## config.mk

```make
export PLATFORM = sky130hd
export DESIGN_NAME = sonority_triad_role_classifier
export DESIGN_NICKNAME = d
export VERILOG_FILES = /design/src/hdl/stc_pkg.sv /design/src/hdl/stc_ctrl.sv /design/src/hdl/stc_dp.sv /design/src/hdl/sonority_triad_role_classifier.sv
export SDC_FILE = /design/constraint.sdc
export NUM_CORES = 1
export LEC_CHECK = 0
export BUFFER_PORTS_ARGS = -buffer_cell sky130_fd_sc_hd__buf_2
export CAP_MARGIN = 20
export CORE_UTILIZATION = 57
export DETAILED_ROUTE_END_ITERATION = 10
export PLACE_DENSITY_LB_ADDON = 0.15
export RECOVER_POWER = 100
export SLEW_MARGIN = 20
export SYNTH_ARGS = -nofsm -noshare
export SYNTH_HDL_FRONTEND = slang
export SYNTH_SLANG_ARGS = --single-unit
```

## constraint.sdc

```tcl
create_clock -name clk -period 19.4 [get_ports clk]
set_clock_uncertainty 0.2 [all_clocks]
set_input_delay 1.94 -clock clk [delete_from_list [all_inputs] [get_ports clk]]
set_output_delay 1.94 -clock clk [all_outputs]
set_load 0.05 [all_outputs]
```

## src/hdl/stc_pkg.sv

```systemverilog
// Shared types, role codes and pitch-class helper for the sonority classifier.
// No dependencies; used by stc_ctrl, stc_dp and sonority_triad_role_classifier.
`timescale 1ns / 1ps

package stc_pkg;

    localparam int PCS = 12;
    localparam int NOTE_W = 7;
    localparam int PC_W = 4;
    localparam int CNT_SAT_W = 5;
    localparam int ROLE_W = 2;
    localparam int CFG_IDX_W = 2;

    localparam logic [CFG_IDX_W-1:0] CFG_THIRDS  = 2'd0;
    localparam logic [CFG_IDX_W-1:0] CFG_FIFTHS  = 2'd1;
    localparam logic [CFG_IDX_W-1:0] CFG_TRIADS  = 2'd2;
    localparam logic [CFG_IDX_W-1:0] CFG_DOUBLES = 2'd3;

    localparam logic [ROLE_W-1:0] ROLE_NONE  = 2'd0;
    localparam logic [ROLE_W-1:0] ROLE_ROOT  = 2'd1;
    localparam logic [ROLE_W-1:0] ROLE_UPPER = 2'd2;
    localparam logic [ROLE_W-1:0] ROLE_THIRD = 2'd2;
    localparam logic [ROLE_W-1:0] ROLE_FIFTH = 2'd3;

    typedef struct packed {
        logic store;
        logic analyze;
        logic issue;
        logic last;
        logic overflow;
    } stc_cmd_t;

    typedef struct packed {
        logic can_issue;
        logic rd_busy;
    } stc_stat_t;

    // note mod 12: reciprocal multiply (43/512) gives the exact quotient for 0..127
    function automatic logic [PC_W-1:0] pc_of(input logic [NOTE_W-1:0] note);
        logic [12:0] prod;
        logic [NOTE_W-1:0] rem;
        prod = {6'd0, note} * 13'd43;
        rem = note - NOTE_W'(7'(prod[12:9]) * 7'd12);
        return rem[PC_W-1:0];
    endfunction

endpackage

```

## src/hdl/stc_ctrl.sv

```systemverilog
// Controller: sequences load, analysis and emission of one sonority.
// Depends on stc_pkg; drives stc_dp through stc_cmd_t.
`timescale 1ns / 1ps

module stc_ctrl
    import stc_pkg::*;
#(
    parameter int MAX_NOTES = 16
)
(
    input  logic                              clk,
    input  logic                              rst_n,
    input  logic                              in_valid,
    input  logic                              in_last,
    output logic                              in_ready,
    input  stc_stat_t                         stat,
    output stc_cmd_t                          cmd,
    output logic [((MAX_NOTES > 1) ? $clog2(MAX_NOTES) : 1)-1:0] addr
);

    localparam int ADDR_W = (MAX_NOTES > 1) ? $clog2(MAX_NOTES) : 1;
    localparam int CNT_W = $clog2(MAX_NOTES + 1);

    localparam logic [1:0] S_LOAD    = 2'd0;
    localparam logic [1:0] S_ANALYZE = 2'd1;
    localparam logic [1:0] S_EMIT    = 2'd2;

    logic [1:0]       state_reg, state_next;
    logic [CNT_W-1:0] count_reg, count_next;
    logic [CNT_W-1:0] emit_reg, emit_next;
    logic             ovf_reg, ovf_next;
    logic             accept;

    assign in_ready = (state_reg == S_LOAD);
    assign accept = in_valid && in_ready;

    always_comb
    begin
        state_next = state_reg;
        count_next = count_reg;
        emit_next = emit_reg;
        ovf_next = ovf_reg;
        cmd = '0;
        cmd.overflow = ovf_reg;
        addr = count_reg[ADDR_W-1:0];
        case (state_reg)
            S_LOAD:
            begin
                if (accept)
                begin
                    if (count_reg < CNT_W'(MAX_NOTES))
                    begin
                        cmd.store = 1'b1;
                        count_next = count_reg + 1'b1;
                    end
                    else
                    begin
                        ovf_next = 1'b1;
                    end
                    if (in_last)
                    begin
                        state_next = S_ANALYZE;
                    end
                end
            end
            S_ANALYZE:
            begin
                cmd.analyze = 1'b1;
                emit_next = '0;
                state_next = S_EMIT;
            end
            S_EMIT:
            begin
                addr = emit_reg[ADDR_W-1:0];
                if (emit_reg != count_reg)
                begin
                    if (stat.can_issue)
                    begin
                        cmd.issue = 1'b1;
                        cmd.last = (emit_reg == count_reg - 1'b1);
                        emit_next = emit_reg + 1'b1;
                    end
                end
                else if (!stat.rd_busy)
                begin
                    count_next = '0;
                    ovf_next = 1'b0;
                    state_next = S_LOAD;
                end
            end
            default:
            begin
                state_next = S_LOAD;
            end
        endcase
    end

    always_ff @(posedge clk or negedge rst_n)
    begin
        if (!rst_n)
        begin
            state_reg <= S_LOAD;
            count_reg <= '0;
            emit_reg <= '0;
            ovf_reg <= 1'b0;
        end
        else
        begin
            state_reg <= state_next;
            count_reg <= count_next;
            emit_reg <= emit_next;
            ovf_reg <= ovf_next;
        end
    end

endmodule

```

## src/hdl/stc_dp.sv

```systemverilog
// Datapath: note memory, pitch-class counts, set analysis, read stage, output register.
// Depends on stc_pkg; commanded by stc_ctrl.
`timescale 1ns / 1ps

module stc_dp
    import stc_pkg::*;
#(
    parameter int MAX_NOTES = 16
)
(
    input  logic                              clk,
    input  logic                              rst_n,
    input  logic                              cfg_we,
    input  logic [CFG_IDX_W-1:0]              cfg_index,
    input  logic [0:0]                        cfg_data,
    input  logic [NOTE_W-1:0]                 note_in,
    input  stc_cmd_t                          cmd,
    input  logic [((MAX_NOTES > 1) ? $clog2(MAX_NOTES) : 1)-1:0] addr,
    output stc_stat_t                         stat,
    output logic                              out_valid,
    input  logic                              out_ready,
    output logic [7:0]                        out_data,
    output logic                              out_last
);

    localparam int ADDR_W = (MAX_NOTES > 1) ? $clog2(MAX_NOTES) : 1;

    logic en3_reg, en5_reg, ent_reg, dbl_reg;

    logic [NOTE_W-1:0]    mem [MAX_NOTES];
    logic [CNT_SAT_W-1:0] cnt_reg [PCS];
    logic [PC_W-1:0]      pc_in;

    logic [PCS-1:0]  mask;
    logic [PC_W-1:0] c0, c1, c2, k, d, b, t, rank;
    logic            th_ok, fi_ok, tr_ok;
    logic [PC_W-1:0] th_root, th_top, fi_root, fi_top, tr_root, tr_third, tr_fifth;

    logic            th_ok_reg, fi_ok_reg, tr_ok_reg, matched_reg;
    logic [PC_W-1:0] th_root_reg, th_top_reg, fi_root_reg, fi_top_reg;
    logic [PC_W-1:0] tr_root_reg, tr_third_reg, tr_fifth_reg;
    logic [PCS-1:0]  single_reg;

    logic              rd_valid_reg, rd_last_reg;
    logic [NOTE_W-1:0] rd_data_reg;
    logic              out_load;
    logic [PC_W-1:0]   pc_rd;
    logic [ROLE_W-1:0] r3, r5, rt;

    logic       out_valid_reg, out_last_reg;
    logic [7:0] out_data_reg;

    always_ff @(posedge clk or negedge rst_n)
    begin
        if (!rst_n)
        begin
            en3_reg <= 1'b1;
            en5_reg <= 1'b1;
            ent_reg <= 1'b1;
            dbl_reg <= 1'b0;
        end
        else if (cfg_we)
        begin
            case (cfg_index)
                CFG_THIRDS:  en3_reg <= cfg_data[0];
                CFG_FIFTHS:  en5_reg <= cfg_data[0];
                CFG_TRIADS:  ent_reg <= cfg_data[0];
                CFG_DOUBLES: dbl_reg <= cfg_data[0];
                default:     en3_reg <= en3_reg;
            endcase
        end
    end

    // note memory: one write port, one registered read port
    always_ff @(posedge clk)
    begin
        if (cmd.store)
        begin
            mem[addr] <= note_in;
        end
        if (cmd.issue)
        begin
            rd_data_reg <= mem[addr];
            rd_last_reg <= cmd.last;
        end
    end

    assign pc_in = pc_of(note_in);

    always_ff @(posedge clk or negedge rst_n)
    begin
        if (!rst_n)
        begin
            for (int i = 0; i < PCS; i++)
            begin
                cnt_reg[i] <= '0;
            end
        end
        else if (cmd.analyze)
        begin
            for (int i = 0; i < PCS; i++)
            begin
                cnt_reg[i] <= '0;
            end
        end
        else if (cmd.store && (cnt_reg[pc_in] != {CNT_SAT_W{1'b1}}))
        begin
            cnt_reg[pc_in] <= cnt_reg[pc_in] + 1'b1;
        end
    end

    // sorted distinct classes via per-class rank
    always_comb
    begin
        c0 = '0;
        c1 = '0;
        c2 = '0;
        rank = '0;
        for (int i = 0; i < PCS; i++)
        begin
            mask[i] = (cnt_reg[i] != '0);
        end
        for (int i = 0; i < PCS; i++)
        begin
            rank = PC_W'($countones(mask & ~({PCS{1'b1}} << i)));
            if (mask[i] && rank == 4'd0) c0 = c0 | PC_W'(i);
            if (mask[i] && rank == 4'd1) c1 = c1 | PC_W'(i);
            if (mask[i] && rank == 4'd2) c2 = c2 | PC_W'(i);
        end
        k = PC_W'($countones(mask));
        d = c1 - c0;
        b = c1 - c0;
        t = c2 - c1;

        th_ok = 1'b0;
        th_root = c0;
        th_top = c1;
        if (k == 4'd2 && (d == 4'd3 || d == 4'd4))
        begin
            th_ok = 1'b1;
        end
        else if (k == 4'd2 && (d == 4'd8 || d == 4'd9))
        begin
            th_ok = 1'b1;
            th_root = c1;
            th_top = c0;
        end

        fi_ok = 1'b0;
        fi_root = c0;
        fi_top = c1;
        if (k == 4'd2 && (d == 4'd6 || d == 4'd7))
        begin
            fi_ok = 1'b1;
        end
        else if (k == 4'd2 && d == 4'd5)
        begin
            fi_ok = 1'b1;
            fi_root = c1;
            fi_top = c0;
        end

        tr_ok = 1'b0;
        tr_root = c0;
        tr_third = c1;
        tr_fifth = c2;
        if (k == 4'd3)
        begin
            if ((b == 4'd3 && t == 4'd4) || (b == 4'd4 && t == 4'd3) || (b == 4'd3 && t == 4'd3))
            begin
                tr_ok = 1'b1;
            end
            else if ((b == 4'd4 && t == 4'd5) || (b == 4'd3 && t == 4'd5)
                     || (b == 4'd3 && t == 4'd6))
            begin
                tr_ok = 1'b1;
                tr_root = c2;
                tr_third = c0;
                tr_fifth = c1;
            end
            else if ((b == 4'd5 && t == 4'd3) || (b == 4'd5 && t == 4'd4)
                     || (b == 4'd6 && t == 4'd3))
            begin
                tr_ok = 1'b1;
                tr_root = c1;
                tr_third = c2;
                tr_fifth = c0;
            end
        end
        th_ok = th_ok && en3_reg;
        fi_ok = fi_ok && en5_reg;
        tr_ok = tr_ok && ent_reg;
    end

    always_ff @(posedge clk or negedge rst_n)
    begin
        if (!rst_n)
        begin
            th_ok_reg <= 1'b0;
            fi_ok_reg <= 1'b0;
            tr_ok_reg <= 1'b0;
            matched_reg <= 1'b0;
        end
        else if (cmd.analyze)
        begin
            th_ok_reg <= th_ok;
            fi_ok_reg <= fi_ok;
            tr_ok_reg <= tr_ok;
            matched_reg <= th_ok || fi_ok || tr_ok;
        end
    end

    always_ff @(posedge clk)
    begin
        if (cmd.analyze)
        begin
            th_root_reg <= th_root;
            th_top_reg <= th_top;
            fi_root_reg <= fi_root;
            fi_top_reg <= fi_top;
            tr_root_reg <= tr_root;
            tr_third_reg <= tr_third;
            tr_fifth_reg <= tr_fifth;
            for (int i = 0; i < PCS; i++)
            begin
                single_reg[i] <= (cnt_reg[i] == 5'd1);
            end
        end
    end

    // read stage to output register
    assign out_load = rd_valid_reg && (!out_valid_reg || out_ready);
    assign stat.can_issue = !rd_valid_reg || out_load;
    assign stat.rd_busy = rd_valid_reg;

    always_comb
    begin
        pc_rd = pc_of(rd_data_reg);
        r3 = ROLE_NONE;
        r5 = ROLE_NONE;
        rt = ROLE_NONE;
        if (th_ok_reg && pc_rd == th_root_reg) r3 = ROLE_ROOT;
        else if (th_ok_reg && pc_rd == th_top_reg) r3 = ROLE_UPPER;
        if (fi_ok_reg && pc_rd == fi_root_reg) r5 = ROLE_ROOT;
        else if (fi_ok_reg && pc_rd == fi_top_reg) r5 = ROLE_UPPER;
        if (tr_ok_reg && pc_rd == tr_root_reg) rt = ROLE_ROOT;
        else if (tr_ok_reg && pc_rd == tr_third_reg) rt = ROLE_THIRD;
        else if (tr_ok_reg && pc_rd == tr_fifth_reg) rt = ROLE_FIFTH;
        // a role held by one note means its class occurs once
        if (dbl_reg && single_reg[pc_rd])
        begin
            r3 = ROLE_NONE;
            r5 = ROLE_NONE;
            rt = ROLE_NONE;
        end
    end

    always_ff @(posedge clk or negedge rst_n)
    begin
        if (!rst_n)
        begin
            rd_valid_reg <= 1'b0;
            out_valid_reg <= 1'b0;
        end
        else
        begin
            rd_valid_reg <= cmd.issue || (rd_valid_reg && !out_load);
            out_valid_reg <= out_load || (out_valid_reg && !out_ready);
        end
    end

    always_ff @(posedge clk)
    begin
        if (out_load)
        begin
            out_data_reg <= {cmd.overflow, matched_reg, rt, r5, r3};
            out_last_reg <= rd_last_reg;
        end
    end

    assign out_valid = out_valid_reg;
    assign out_data = out_data_reg;
    assign out_last = out_last_reg;

endmodule

```

## src/hdl/sonority_triad_role_classifier.sv

```systemverilog
// Top level of the sonority triad role classifier.
// Depends on stc_pkg, stc_ctrl and stc_dp.
//
// Input stream: one note per transaction, tdata[6:0] note number, tlast on the
// final note of a sonority. Up to MAX_NOTES notes are stored; later notes are
// dropped and flag overflow. Output stream: one transaction per stored note in
// arrival order, tlast on the final one.
// After the last note is taken, the first result passes through the analysis
// state, the memory read stage and the output register.
// Throughput: notes load at one per cycle and results leave at one per cycle
// while the receiver is ready; the note memory serves loading and emission in
// turn, never both at once.
// Input tready is low from the last note until every read of the sonority has
// left the read stage; the final result may still wait in the output register
// while the next sonority loads. A stalled receiver holds the output register
// and stops further memory reads.
// Reset clears counts, state and the output valid, and restores the
// configuration defaults (all analyses on, doubles filter off).
`timescale 1ns / 1ps

module sonority_triad_role_classifier
    import stc_pkg::*;
#(
    parameter int MAX_NOTES = 16
)
(
    input  logic                  clk,
    input  logic                  rst_n,
    input  logic                  cfg_we,
    input  logic [CFG_IDX_W-1:0]  cfg_index,
    input  logic [0:0]            cfg_data,
    input  logic                  s_tvalid,
    output logic                  s_tready,
    input  logic [7:0]            s_tdata,   // [6:0] note_number, [7] zero
    input  logic                  s_tlast,   // last_note
    output logic                  m_tvalid,
    input  logic                  m_tready,
    output logic [7:0]            m_tdata,   // [1:0] third_role, [3:2] fifth_role,
                                             // [5:4] triad_role, [6] sonority_matched,
                                             // [7] overflow
    output logic                  m_tlast    // last_result
);

    localparam int ADDR_W = (MAX_NOTES > 1) ? $clog2(MAX_NOTES) : 1;

    stc_cmd_t          cmd;
    stc_stat_t         stat;
    logic [ADDR_W-1:0] addr;

    stc_ctrl #(
        .MAX_NOTES(MAX_NOTES)
    ) u_ctrl (
        .clk      (clk),
        .rst_n    (rst_n),
        .in_valid (s_tvalid),
        .in_last  (s_tlast),
        .in_ready (s_tready),
        .stat     (stat),
        .cmd      (cmd),
        .addr     (addr)
    );

    stc_dp #(
        .MAX_NOTES(MAX_NOTES)
    ) u_dp (
        .clk       (clk),
        .rst_n     (rst_n),
        .cfg_we    (cfg_we),
        .cfg_index (cfg_index),
        .cfg_data  (cfg_data),
        .note_in   (s_tdata[NOTE_W-1:0]),
        .cmd       (cmd),
        .addr      (addr),
        .stat      (stat),
        .out_valid (m_tvalid),
        .out_ready (m_tready),
        .out_data  (m_tdata),
        .out_last  (m_tlast)
    );

    a_port_exclusive: assert property (@(posedge clk) disable iff (!rst_n)
        !(cmd.store && cmd.issue))
        else $error("memory written and read in the same cycle");

    a_issue_room: assert property (@(posedge clk) disable iff (!rst_n)
        cmd.issue |-> stat.can_issue)
        else $error("read issued while read stage is blocked");

    a_last_analyze: assert property (@(posedge clk) disable iff (!rst_n)
        (s_tvalid && s_tready && s_tlast) |=> (cmd.analyze && !s_tready))
        else $error("last note not followed by analysis");

    a_no_load_busy: assert property (@(posedge clk) disable iff (!rst_n)
        cmd.analyze |=> !s_tready)
        else $error("input accepted during emission");

endmodule

```

After elaboration in Yosys (flattened, before gate mapping):

Memory sizes are Yosys's and may differ from the RTL's. A register that Yosys moved wholly into a read port is not among the register bits.
Index checks and enable logic that the tools add are counted.

* add/sub/neg operators: 28
* $mul: 4
* $lt $le $gt $ge: 4
* equal/unequal tests: 68
* muxes and demuxes: 105
* bitwise logic cells: 1
* reductions and logical operators: 121

Operators by type and width (count)
* 4-bit two-way mux: 33
* 60-bit two-way mux: 2
* 1-bit logical AND: 62
* 60-bit bitwise mux: 1
* 5-bit by 1-bit == test with 1-bit output, second input constant: 12
* 5-bit nonzero test: 12
* 4-bit by 2-bit == test with 1-bit output, second input constant: 14
* 5-bit two-way mux: 9
* 4-bit logical NOT: 11
* 4-bit by 1-bit == test with 1-bit output, second input constant: 10
* 4-bit adder: 9
* 3-bit two-way mux: 12
* 2-bit two-way mux: 17
* 4-bit by 3-bit == test with 1-bit output, second input constant: 7
* 4-bit == test: 7
* 7-bit by 6-bit multiplier with 13-bit output, second input constant: 2
* 1-bit two-way mux: 24
* 4-bit by 1-bit adder with 4-bit output: 5
* 5-bit binary-select mux with 4-bit select: 1
* 5-bit demux with 4-bit select: 1
* 5-bit case mux with 2 select lines: 2
* 4-bit subtractor: 4
* 5-bit by 1-bit adder with 5-bit output, second input constant: 3
* 1-bit logical OR: 15
* 27 further kinds: 56

* register bits: 133
* bits in writable memories: 112
* input port bits: 17
* output and inout bits: 11
* word-level logic and storage cells: 373
* memories: 1

Memory list
* u_dp.mem: depth 16, width 7, rd ports 1, clocked after Yosys merged registers in 1, wr ports 1, RTL line stc_dp.sv:30 `logic [NOTE_W-1:0] mem [MAX_NOTES];`

Logic depth before layout (Yosys ltp):

Gate-level depths: netlist (run 1).

* depth in word-level cells: 25
* depth in mapped cells: 29
* depth with buffers taken out: 28

Cells and area by module:

From an unflattened synthesis (run 1), not the netlist that was laid out.

* cells, all modules: 1263
* area, all modules: 15069.5 um2

Modules (own cells, without submodules)
* stc_dp: times used 1, cells each 1152, area an instance 14089.8 um2
* stc_ctrl: times used 1, cells each 111, area an instance 979.7 um2

Worst setup path before layout (run 1):

OpenSTA, ideal clock, no wires.

* path type: in2reg
* start: in s_tdata[2]
* end: reg u_dp.cnt_reg[38] in the netlist's numbering
* setup time: 116 ps
* arrival time: 8130 ps
* data required time: 19084 ps
* slack: 10954 ps
* stages on the path: 28
* path buffers: 1
* path through: ha_1 inv_1 fa_1 inv_1 fa_1 ha_1 a21oi_2 o21ai_1 a31oi_4 xnor2_1 ha_1 xor2_1 xnor2_1 xor2_1 o211a_1 nor3_1 nor3_1 clkbuf_1 inv_1 ha_1 and3b_1 ha_1 nor4_1 inv_1 a211oi_2 nand2_1 or4_1 o311ai_0

* word-level cells in the longest chain between the ends: 11

Ends and longest elaborated chain
* start, declared: RTL line sonority_triad_role_classifier.sv:34 `input logic [7:0] s_tdata,`
* 7-bit by 6-bit multiplier with 13-bit output: RTL line stc_pkg.sv:42 `prod = {6'd0, note} * 13'd43;`
* 4-bit by 2-bit multiplier with 2-bit output: RTL line stc_pkg.sv:43 `rem = note - NOTE_W'(7'(prod[12:9]) * 7'd12);`
* 4-bit subtractor *: RTL line stc_pkg.sv:43
* 4-bit inverter with 5-bit output (implied by the code) *: RTL line stc_dp.sv:106, stc_dp.sv:108
* 5-bit binary-select mux with 4-bit select (tied with other cells): RTL line stc_dp.sv:106, stc_dp.sv:108
* 5-bit two-way mux (implied by the code) or 1-bit logical AND (tied branches): RTL line stc_dp.sv:106, stc_dp.sv:108
* 5-bit two-way mux, on equally long branches: RTL line stc_dp.sv:106, stc_dp.sv:108
* 5-bit by 1-bit adder with 5-bit output or 5-bit demux with 4-bit select (tied branches): RTL line stc_dp.sv:108 `cnt_reg[pc_in] <= cnt_reg[pc_in] + 1'b1;`
* 60-bit bitwise mux: RTL line stc_dp.sv:108
* 60-bit two-way mux: RTL line stc_dp.sv:106 `else if (cmd.store && (cnt_reg[pc_in] != {CNT_SAT_W{1'b1}}))`
* 60-bit two-way mux: RTL line stc_dp.sv:99 `else if (cmd.analyze)`
* end signal, assigned by index: RTL line stc_dp.sv:108
* end, declared: RTL line stc_dp.sv:31 `logic [CNT_SAT_W-1:0] cnt_reg [PCS];`

Every way passes the cells marked *; elsewhere a longest branch is shown, timed or not. The select of a mux whose other input is x is not followed.
A chain may end at the register's enable or synchronous reset.

Worst setup path after layout (run 1):

* start: in s_tdata[0]
* end: reg u_dp.cnt_reg[38] in the netlist's numbering

Same word-level chain as after synthesis.

==> summary.md, run 1 <==
| Metric | Value |
|---|---|
| CTS tree | yes |
| Critical path class | in -> reg |
| Setup TNS | 0 ns |
| Top post-synthesis cells by area | edfxtp_1, dfrtp_1, ha_1, mux4_2, mux2i_1 |
| Initial antenna violation count | 0 |
| CP Data Arrival Time | 13.45 ns |
| DR vias | 10095 |
| DRT antenna net count | 0 |
| CTS clk-pin slew, worst paths | 0.06 ns |
| Final Hold Vio Count | 0 |
| DPL Wire Length | 22.22 mm |
| Fillers | 2064 |
| H-Tree Level Count | 1 |
| Worst setup EP type | flop |
| CTS sink count | 252 |
| Resized cells post-CTS | 0 |
| Initial Utilization | 57.99% |
| Max cap viols | 7 |
| Final setup violation count | 0 |
| Routability cong. | 0.8738 |
| Die Span X | 164.8 microns |
| Slew HR | -152.6% |
| Post-CTS Hold Fix Bufs | 0 |
| Share of the synthesized area in the top cell type | 33.58% |
| Num CTS Buffers | 28 |
| Via-per-instance ratio | 6.141 |
| FFs w/ async S/R, synth | 32.94% |
| Post-CTS Setup Bufs | 0 |
| Crit-path max FO | 40 |
| Site Rows | 59 |
| Core area | 26060 sq um |
| Failing checks | max-capacitance violations, max-slew violations |
| Post-synth EDFFs | 169 |
| Diodes inserted | 0 |
| Yosys top cell by area | edfxtp_1 |
| DIE HEIGHT | 164.8 microns |
| DRC viols | 0 |
| Max FFs per register | 112 |
| Synth Cell Area | 15110 sq um |
| Top Ports | 28 |
| Syn. warnings | 0 |
| Top_reg_cell synth | edfxtp_1 |
| PortBufs | 26 |
| DRT Pass-1 Iters | 5 |
| Status | complete, but fails checks |
| Max-slew violation count | 296 |
| Achievable frequency | 0.07531 GHz |
| Largest net degree at the start of global routing | 75 |
| First-pass GRT wire length | 51.71 mm |
| Worst Hold Class | reg -> reg |
| Number of global-route vias before repair | 9752 |
| Root Buffer | clkbuf_16 |
| Syn Nets | 1403 |
| Post-Route WL | 32.74 mm |
| Die area | 27170 sq um |
| Share of layout cells above drive strength 1 | 11.08% |
| CP startpoint kind | primary input |
| Average wire per standard cell | 19.92 microns |
| Worst Tran Pin Value | 3.789 ns |
| Overflow after GRT | 0 |
| Unrepaired setup endpoints after global routing | false |
| Distinct cells, synth | 89 |
| Syn avg cell area | 11.88 sq um |
| Part of the Yosys area used for sequential elements | 47.35% |
| Crit path time final | 13.28 ns |
| Insertion delay to the later sink of the worst-skew pair | 0.54 ns |
| Cells after Synth | 1272 |
| Drt first-iter violations | 974 |
| Synth Register Bits | 252 |
| Period utilisation layout | 68.44% |
| Total Routing Usage GR | 24.63% |
| Area Growth Syn to Fin | 8.445% |
| Nets | 1418 |
| Clock tree buffer depth | 3 |
| WP data required | 19.57 ns |
## area by class of cell
cell class	count	area, sq um	share of cell area, %
multi-input cells	861	7258	44.29
flip-flops and latches	252	7156	43.66
clock buffers	34	774.5	4.726
well taps	335	419.2	2.558
inverters	102	382.9	2.336
repair buffers	42	207.7	1.267
clock inverters	18	190.2	1.160
## cell usage after synthesis (9+ instances only)
master / instances
or4_1: 10
o22ai_1: 16
nand2_1: 82
nor4_1: 22
fa_1: 26
o21ai_0: 22
edfxtp_1: 169
mux2i_1: 57
mux4_2: 45
a21o_1: 9
xor2_1: 20
inv_1: 101
dfrtp_1: 80
a31oi_1: 9
nor3_1: 29
a211oi_1: 9
nand3_1: 37
ha_1: 88
buf_2: 15
a21oi_1: 32
clkbuf_1: 37
and2_1: 21
nand4_1: 19
xnor2_1: 32
nand2b_1: 24
nor2_1: 96
o211ai_1: 9
## worst max-delay path, stage by stage
cell and delay (ns):
buf_2 0.07, clkbuf_1 1.82, ha_1 0.40, inv_1 0.07
fa_1 0.48, fa_1 0.54, inv_1 0.05, ha_1 0.19
a21oi_1 0.22, o211ai_2 0.11, a31oi_1 0.64, xnor2_1 0.14
ha_1 0.21, xor2_1 0.15, xnor2_1 0.32, xor2_1 0.35
o211a_1 0.38, nor2_1 0.09, a311oi_1 2.45, and3b_1 0.36
ha_1 0.21, nor4_1 0.44, inv_1 0.08, a211oi_1 1.01
nand2_1 0.15, or4_1 0.43, o311ai_0 0.11
## layer usage
| metal | routed length, microns | global-route usage [%] |
|---|---|---|
| met5 | 0 | 0 |
| met4 | 607 | 5.796 |
| met3 | 1720 | 3.214 |
| met2 | 15920 | 41.46 |
| met1 | 14490 | 33.95 |
## logic make-up (layout without fill, tap and decap cells)
logic type               Yosys count  count (layout)  share of synthesized area, %
adder cells (fa/ha/maj)          114             114                         10.73
XOR/XNOR                          55              55                         3.337
AND/OR/NAND/NOR                  397             397                         13.78
multiplexers                     112             112                         11.40
buffers and inverters            159             196                         4.198
AO/OA/AOI/OAI                    183             183                         9.207
flip-flops                       252             252                         47.35
## per-stage QoR
step | cell area [sq um] | worst slack, ns | utilization [%] | cells | hold WS [ns]
3_5_place_dp | 15570 | 9.522 | 59.75 | 1592 | 0.2168
2_1_floorplan | 15110 | 10.95 | - | 1272 | 0.2003
4_1_cts | 16530 | 10.03 | 63.45 | 1644 | 0.2313
6_report | 16390 | 6.122 | 62.89 | 1644 | 0.2301
5_1_grt | 16390 | 4.949 | 62.89 | 1644 | 0.2544
3_3_place_gp | 15570 | 9.709 | 59.75 | 1592 | 0.2081
## worst paths after layout
path | startpoint | endpoint | slack [ns] | cells after the start
min | u_dp.rd_last_reg$_SDFFCE_PN0P_ | u_dp.out_last$_DFFE_PP_ | 0.23 | 0
max in group asynchronous | rst_n | u_dp.cnt_reg[38]$_DFFE_PN0P_ | 13.55 | 2
min reg2reg | u_dp.rd_last_reg$_SDFFCE_PN0P_ | u_dp.out_last$_DFFE_PP_ | 0.23 | 0
max | s_tdata[0] | u_dp.cnt_reg[38]$_DFFE_PN0P_ | 6.12 | 27
min in group asynchronous | rst_n | u_dp.out_valid$_DFF_PN0_ | 1.32 | 1
max reg2reg | u_dp.cnt_reg[46]$_DFFE_PN0P_ | u_dp.tr_root_reg[3]$_DFFE_PN_ | 10.63 | 24
## placed cells by master (no fill, tap or decap), types with 8 or more instances in the layout
cell type  synthesis  final
edfxtp_1         169    169
inv_1            101    101
nor2_1            96     98
ha_1              88     88
nand2_1           82     82
dfrtp_1           80     80
mux2i_1           57     55
mux4_2            45     45
nand3_1           37     37
a21oi_1           32     33
xnor2_1           32     32
nor3_1            29     30
clkbuf_16          0     29
o21ai_0           22     27
fa_1              26     26
clkbuf_1          37     26
nor4_1            22     25
nand2b_1          24     24
nand4_1           19     19
xor2_1            20     19
o22ai_1           16     16
and2_0             1     14
a211oi_1           9     11
buf_4              1     11
a31oi_1            9     10
or4_1             10     10
o211ai_1           9      9
a21o_1             9      9
nor3b_1            8      8
and2_1            21      8
mux2_2             8      8
Power of run 1 is left out: the tool's default activity adds up to more than one toggle a clock period on the data nets, which glitch-free logic cannot reach.
==> run 2: changes to the inputs <==
==> constraint.sdc (replaced) <==
create_clock -name clk -period 13.8 [get_ports clk]
set_clock_uncertainty 0.2 [all_clocks]
set_input_delay 1.38 -clock clk [delete_from_list [all_inputs] [get_ports clk]]
set_output_delay 1.38 -clock clk [all_outputs]
set_load 0.05 [all_outputs]
==> summary.md, run 2 (synthesis gave the netlist of run 1 again) <==
| Metric | Value |
|---|---|
| Status | complete, but fails checks |
| Failing checks | max-capacitance violations, max-slew violations |
| DR vias | 10096 |
| Setup TNS | 0 ns |
| Most common cell after layout, fill and taps aside | edfxtp_1 |
| Crit path largest cell delay | 1.76 ns |
| Num CTS Buffers | 28 |
| Insertion delay to the later sink of the worst-skew pair | 0.54 ns |
| Reg-to-reg startpoint | u_dp.cnt_reg[46]$_DFFE_PN0P_ |
| Via-per-instance ratio | 6.134 |
| CTS sink count | 252 |
| Root Buffer | clkbuf_16 |
| Number of global-route vias before repair | 9824 |
| Worst path bufs/invs | 6 |
| Clock tree buffer depth | 3 |
| Final setup violation count | 0 |
| Max FFs per register | 112 |
| Period utilisation layout | 77.96% |
| Average wire per standard cell | 19.67 microns |
| Critical path class | in -> reg |
| Kind of cell adding the most delay to the critical path | compound AO/OA/AOI/OAI gates |
| Post-CTS Hold Fix Bufs | 0 |
| DIE HEIGHT | 164.8 microns |
| FF/Latch Area | 7156 sq um |
| DRT antenna net count | 0 |
| First-pass GRT wire length | 52.58 mm |
| Die area | 27170 sq um |
| Post-CTS Setup Bufs | 0 |
| Area Growth Syn to Fin | 8.544% |
| CP Data Arrival Time | 10.95 ns |
| Fin util | 62.95% |
| Worst Tran Pin Value | 3.607 ns |
| Cell depth of the worst setup path | 29 |
| CP startpoint kind | primary input |
| Core area | 26060 sq um |
| Hold Crit Start | u_dp.rd_last_reg$_SDFFCE_PN0P_ |
| Worst Reg-to-Reg Cells | 24 |
| Area of the multi-input gates | 7305 sq um |
| Final Hold Vio Count | 0 |
| Top Ports | 28 |
| CTS clk-pin slew, worst paths | 0.06 ns |
| Nets | 1420 |
| Crit path time final | 10.76 ns |
| Drt first-iter violations | 813 |
| Most frequent CP cell | ha_1 |
| DRT Pass-1 Iters | 5 |
| Post-Route WL | 32.38 mm |
| Site Rows | 59 |
| Max-slew violation count | 257 |
| Slew HR | -140.5% |
| Hold_ws | 0.2427 ns |
| Routability cong. | 0.9030 |
| Diodes inserted | 0 |
| Crit-path max FO | 40 |
| Worst Hold Class | reg -> reg |
| Initial Utilization | 57.99% |
| Total Routing Usage GR | 24.89% |
| Unrepaired setup endpoints after global routing | false |
| Die Span X | 164.8 microns |
| Crit path launch | s_tdata[0] |
| WP data required | 13.99 ns |
| Overflow after GRT | 0 |
| Hold path cells | 0 |
| H-Tree Level Count | 1 |
| Share of layout cells above drive strength 1 | 11.44% |
| DRC viols | 0 |
| Worst setup EP type | flop |
| Fillers | 2053 |
| Largest net degree at the start of global routing | 75 |
| Max cap viols | 6 |
| Initial antenna violation count | 0 |
| Most frequent cells in the layout | edfxtp_1, inv_1, nor2_1 |
| CTS tree | yes |
| Achievable frequency | 0.09295 GHz |
| Slowest cell on crit path | clkbuf_1 |
| DPL Wire Length | 22.13 mm |
| PortBufs | 26 |
| Resized cells post-CTS | 0 |
-- run 2: worst paths after layout --
kind	endpoint	slack, ns
max in group asynchronous	u_dp.cnt_reg[4]$_DFFE_PN0P_	8.54
max	u_dp.cnt_reg[38]$_DFFE_PN0P_	3.04
min reg2reg	u_dp.out_last$_DFFE_PP_	0.24
min	u_dp.out_last$_DFFE_PP_	0.24
min in group asynchronous	u_ctrl.count_reg[4]$_DFFE_PN0P_	0.62
max reg2reg	u_dp.tr_third_reg[3]$_DFFE_PN_	5.08
-- run 2: metal layers --
layer | routed length (microns) | track usage, % | vias to the layer above | share of wire, %
met5 | 0 | 0 | - | 0
met4 | 543 | 5.463 | 0 | 1.7
met3 | 1726 | 3.114 | 40 | 5.3
met2 | 15570 | 41.46 | 318 | 48
met1 | 14540 | 34.97 | 4967 | 45
li1 | - | - | 4771 | -
-- run 2: layout make-up --
type | instances | share of cell area (%)
timing repair buffer | 44 | 1.335
tap | 335 | 2.555
multi-input combinational | 861 | 44.53
clock inverter | 21 | 1.159
clock buffer | 31 | 4.462
inverter | 102 | 2.334
sequential | 252 | 43.62
-- run 2: through the flow --
stage          instances  cell area (sq um)  setup WS (ns)
2_1_floorplan       1272              15110          5.914
3_3_place_gp        1592              15570          4.606
3_5_place_dp        1592              15570          4.450
4_1_cts             1644              16500          5.011
5_1_grt             1646              16400          2.222
6_report            1646              16400          3.041
Power of run 2 is left out for the same reason.
==> run 3: changes to the inputs <==
--- a/config.mk
+++ b/config.mk
@@ -5,6 +5,7 @@
 export SDC_FILE = /design/constraint.sdc
 export NUM_CORES = 1
 export LEC_CHECK = 0
+export ABC_AREA = 1
 export BUFFER_PORTS_ARGS = -buffer_cell sky130_fd_sc_hd__buf_2
 export CAP_MARGIN = 20
 export CORE_UTILIZATION = 57
==> constraint.sdc (replaced) <==
create_clock -name clk -period 8.84 [get_ports clk]
set_clock_uncertainty 0.2 [all_clocks]
set_input_delay 0.884 -clock clk [delete_from_list [all_inputs] [get_ports clk]]
set_output_delay 0.884 -clock clk [all_outputs]
set_load 0.05 [all_outputs]
==> summary.md, run 3 <==
| Metric | Value |
|---|---|
| Post-synth EDFFs | 169 |
| Synth Register Bits | 252 |
| Setup TNS | 0 ns |
| Site Rows | 58 |
| Synth Cell Area | 14720 sq um |
| Post-Route WL | 34.39 mm |
| Period utilisation layout | 85.32% |
| Crit path largest cell delay | 0.75 ns |
| GR Util met1 | 37.66% |
| Nets | 1725 |
| Root Buffer | clkbuf_16 |
| Total Routing Usage GR | 26.38% |
| Compound-gate portion of the synthesized area | 11.14% |
| Worst Tran Pin Value | 3.455 ns |
| Hold endpoint | u_dp.out_last$_DFFE_PP_ |
| Max FFs per register | 112 |
| Share of the synthesized area in the top cell type | 34.48% |
| Worst setup EP type | flop |
| DPL Wire Length | 24.27 mm |
| Worst Hold Class | reg -> reg |
| Post-Synth Adder-Cell Area | 11.02% |
| XOR/XNOR Fraction of Synth Area | 1.785% |
| H-Tree Level Count | 1 |
| Top post-synthesis cells by area | edfxtp_1, dfrtp_1, nand2_1, ha_1, inv_1 |
| Commonest cells in the netlist | nand2_1, inv_1, edfxtp_1 |
| Final Hold Vio Count | 0 |
| Share of layout cells above drive strength 1 | 5.573% |
| DRC viols | 0 |
| Initial antenna violation count | 1 |
| Met2 GRT Util | 41.45% |
| WP data required | 8.93 ns |
| PortBufs | 26 |
| Post-CTS Hold Fix Bufs | 0 |
| Drt first-iter violations | 1099 |
| Reg2reg setup slack | 1.30 ns |
| Unrepaired setup endpoints after global routing | false |
| Top_reg_cell synth | edfxtp_1 |
| Most frequent CP cell | nand2_1 |
| Most frequent cells in the layout | nand2_1, inv_1, edfxtp_1 |
| CTS tree | yes |
| Resized cells post-CTS | 0 |
| Diodes inserted | 0 |
| Met3 GRT Util | 4.304% |
| Slowest cell on crit path | fa_1 |
| CTS clk-pin slew, worst paths | 0.06 ns |
| Num CTS Buffers | 27 |
| Die Span X | 162.7 microns |
| Clock tree buffer depth | 3 |
| Crit-path max FO | 14 |
| Slew HR | -130.3% |
| Die area | 26470 sq um |
| Syn Nets | 1708 |
| Achievable frequency | 0.1326 GHz |
| Syn. warnings | 0 |
| Insertion delay to the later sink of the worst-skew pair | 0.55 ns |
| Status | complete, but fails checks |
| Overflow after GRT | 0 |
| Most used standard cell by instance count after synthesis | nand2_1 |
| First-pass GRT wire length | 54.69 mm |
| Average wire per standard cell | 17.68 microns |
| FFs w/ async S/R, synth | 32.94% |
| Area Growth Syn to Fin | 7.692% |
| Main combinational cell family by area after synthesis | simple AND/OR/NAND/NOR gates |
| Max cap viols | 2 |
| Cells after Synth | 1577 |
| Most common cell after layout, fill and taps aside | nand2_1 |
| Post-CTS Setup Bufs | 0 |
| Via-per-instance ratio | 5.842 |
| Critical path class | reg -> reg |
| Top Ports | 28 |
| DIE HEIGHT | 162.7 microns |
| Final setup violation count | 0 |
| CTS sink count | 252 |
| DRT Pass-1 Iters | 6 |
| Syn avg cell area | 9.334 sq um |
| Post-Synth Simple-Gate Area | 19.94% |
| Routability cong. | 0.9091 |
| DRT antenna net count | 0 |
| Max-slew violation count | 112 |
| Core area | 25250 sq um |
| CP startpoint kind | flop |
| Worst Reg-to-Reg Cells | 30 |
| Crit path time final | 7.542 ns |
| Reg-to-reg startpoint | u_dp.cnt_reg[52]$_DFFE_PN0P_ |
| Distinct cells, synth | 60 |
| Number of global-route vias before repair | 10660 |
| GRT Max-Usage Layer | met2 |
| Multiplexer share of the synthesized area | 0% |
| Yosys top cell by area | edfxtp_1 |
| Initial Utilization | 58.29% |
| Largest net degree at the start of global routing | 60 |
| CP Data Arrival Time | 7.63 ns |
| DR vias | 11362 |
| Failing checks | max-capacitance violations, max-slew violations |
| Part of the Yosys area used for sequential elements | 48.61% |
| Hold path cells | 0 |
| Hold Crit Start | u_dp.rd_last_reg$_SDFFCE_PN0P_ |
| Critical R2R Capture | u_dp.tr_fifth_reg[0]$_DFFE_PN_ |
run 3: cell count changes after synthesis, moves of 30 or more:
cell,delta
nand2_1,+212
inv_1,+119
a22oi_1,+57
mux2i_1,-57
nand3_1,+53
mux4_2,-45
nand4_1,+33
o21ai_0,+30
o22ai_1,+30
run 3: area by class of cell:
type                    count  area (sq um)
multi-input cells        1043          6417
inverters                 235         882.1
clock inverters            14         106.4
fillers                  2064          9402
well taps                 330         412.9
repair buffers             35         148.9
clock buffers              36         729.5
flip-flops and latches    252          7156
run 3: metrics by stage:
| step | cell area [sq um] | instances | utilization [%] | hold slack (ns) | worst slack [ns] |
|---|---|---|---|---|---|
| after floorplan | 14720 | 1577 | - | 0.2003 | 2.866 |
| after global placement | 15120 | 1895 | 59.87 | 0.2069 | 1.763 |
| after CTS | 15960 | 1945 | 63.18 | 0.01290 | 1.572 |
| final | 15850 | 1945 | 62.77 | 0.2181 | 1.298 |
| after detailed placement | 15120 | 1895 | 59.87 | 0.2061 | 1.602 |
| after global routing | 15850 | 1945 | 62.77 | 0.2362 | 0.7637 |
run 3: metal layers:
metal	part of all wire (%)	routed length, microns	up-vias
met5	0	0	-
met1	44	15210	5398
met3	7.9	2727	63
met4	2.2	749	0
met2	46	15700	414
li1	-	-	5487
run 3: kinds of logic after synthesis:
family / count (synthesis)
adder cells (fa/ha/maj): 114
buffers and inverters: 282
AO/OA/AOI/OAI: 264
flip-flops: 252
XOR/XNOR: 30
AND/OR/NAND/NOR: 635
run 3: critical path, delay by kind of cell (launching register included):
kind / cells / cell delay (ns)
simple gates: 18 / 3.13
flops: 1 / 0.40
buf+inv: 3 / 0.31
xor+xnor: 1 / 0.13
fa+ha+maj: 7 / 2.99
compound gates: 1 / 0.09
run 3: worst max-delay path by stage:
stage	from	to	slack [ns]	cells past startpoint
floorplan	u_dp.cnt_reg[47]$_DFFE_PN0P_	u_dp.tr_third_reg[1]$_DFFE_PN_	2.87	30
detailed placement	u_dp.cnt_reg[52]$_DFFE_PN0P_	u_dp.tr_fifth_reg[3]$_DFFE_PN_	1.60	30
global route	s_tdata[5]	u_dp.cnt_reg[25]$_DFFE_PN0P_	0.76	32
finish	u_dp.cnt_reg[52]$_DFFE_PN0P_	u_dp.tr_fifth_reg[0]$_DFFE_PN_	1.30	30
global placement	u_dp.cnt_reg[52]$_DFFE_PN0P_	u_dp.tr_fifth_reg[3]$_DFFE_PN_	1.76	30
CTS	u_dp.cnt_reg[52]$_DFFE_PN0P_	u_dp.tr_third_reg[2]$_DFFE_PN_	1.57	30
Power of run 3 is left out for the same reason.
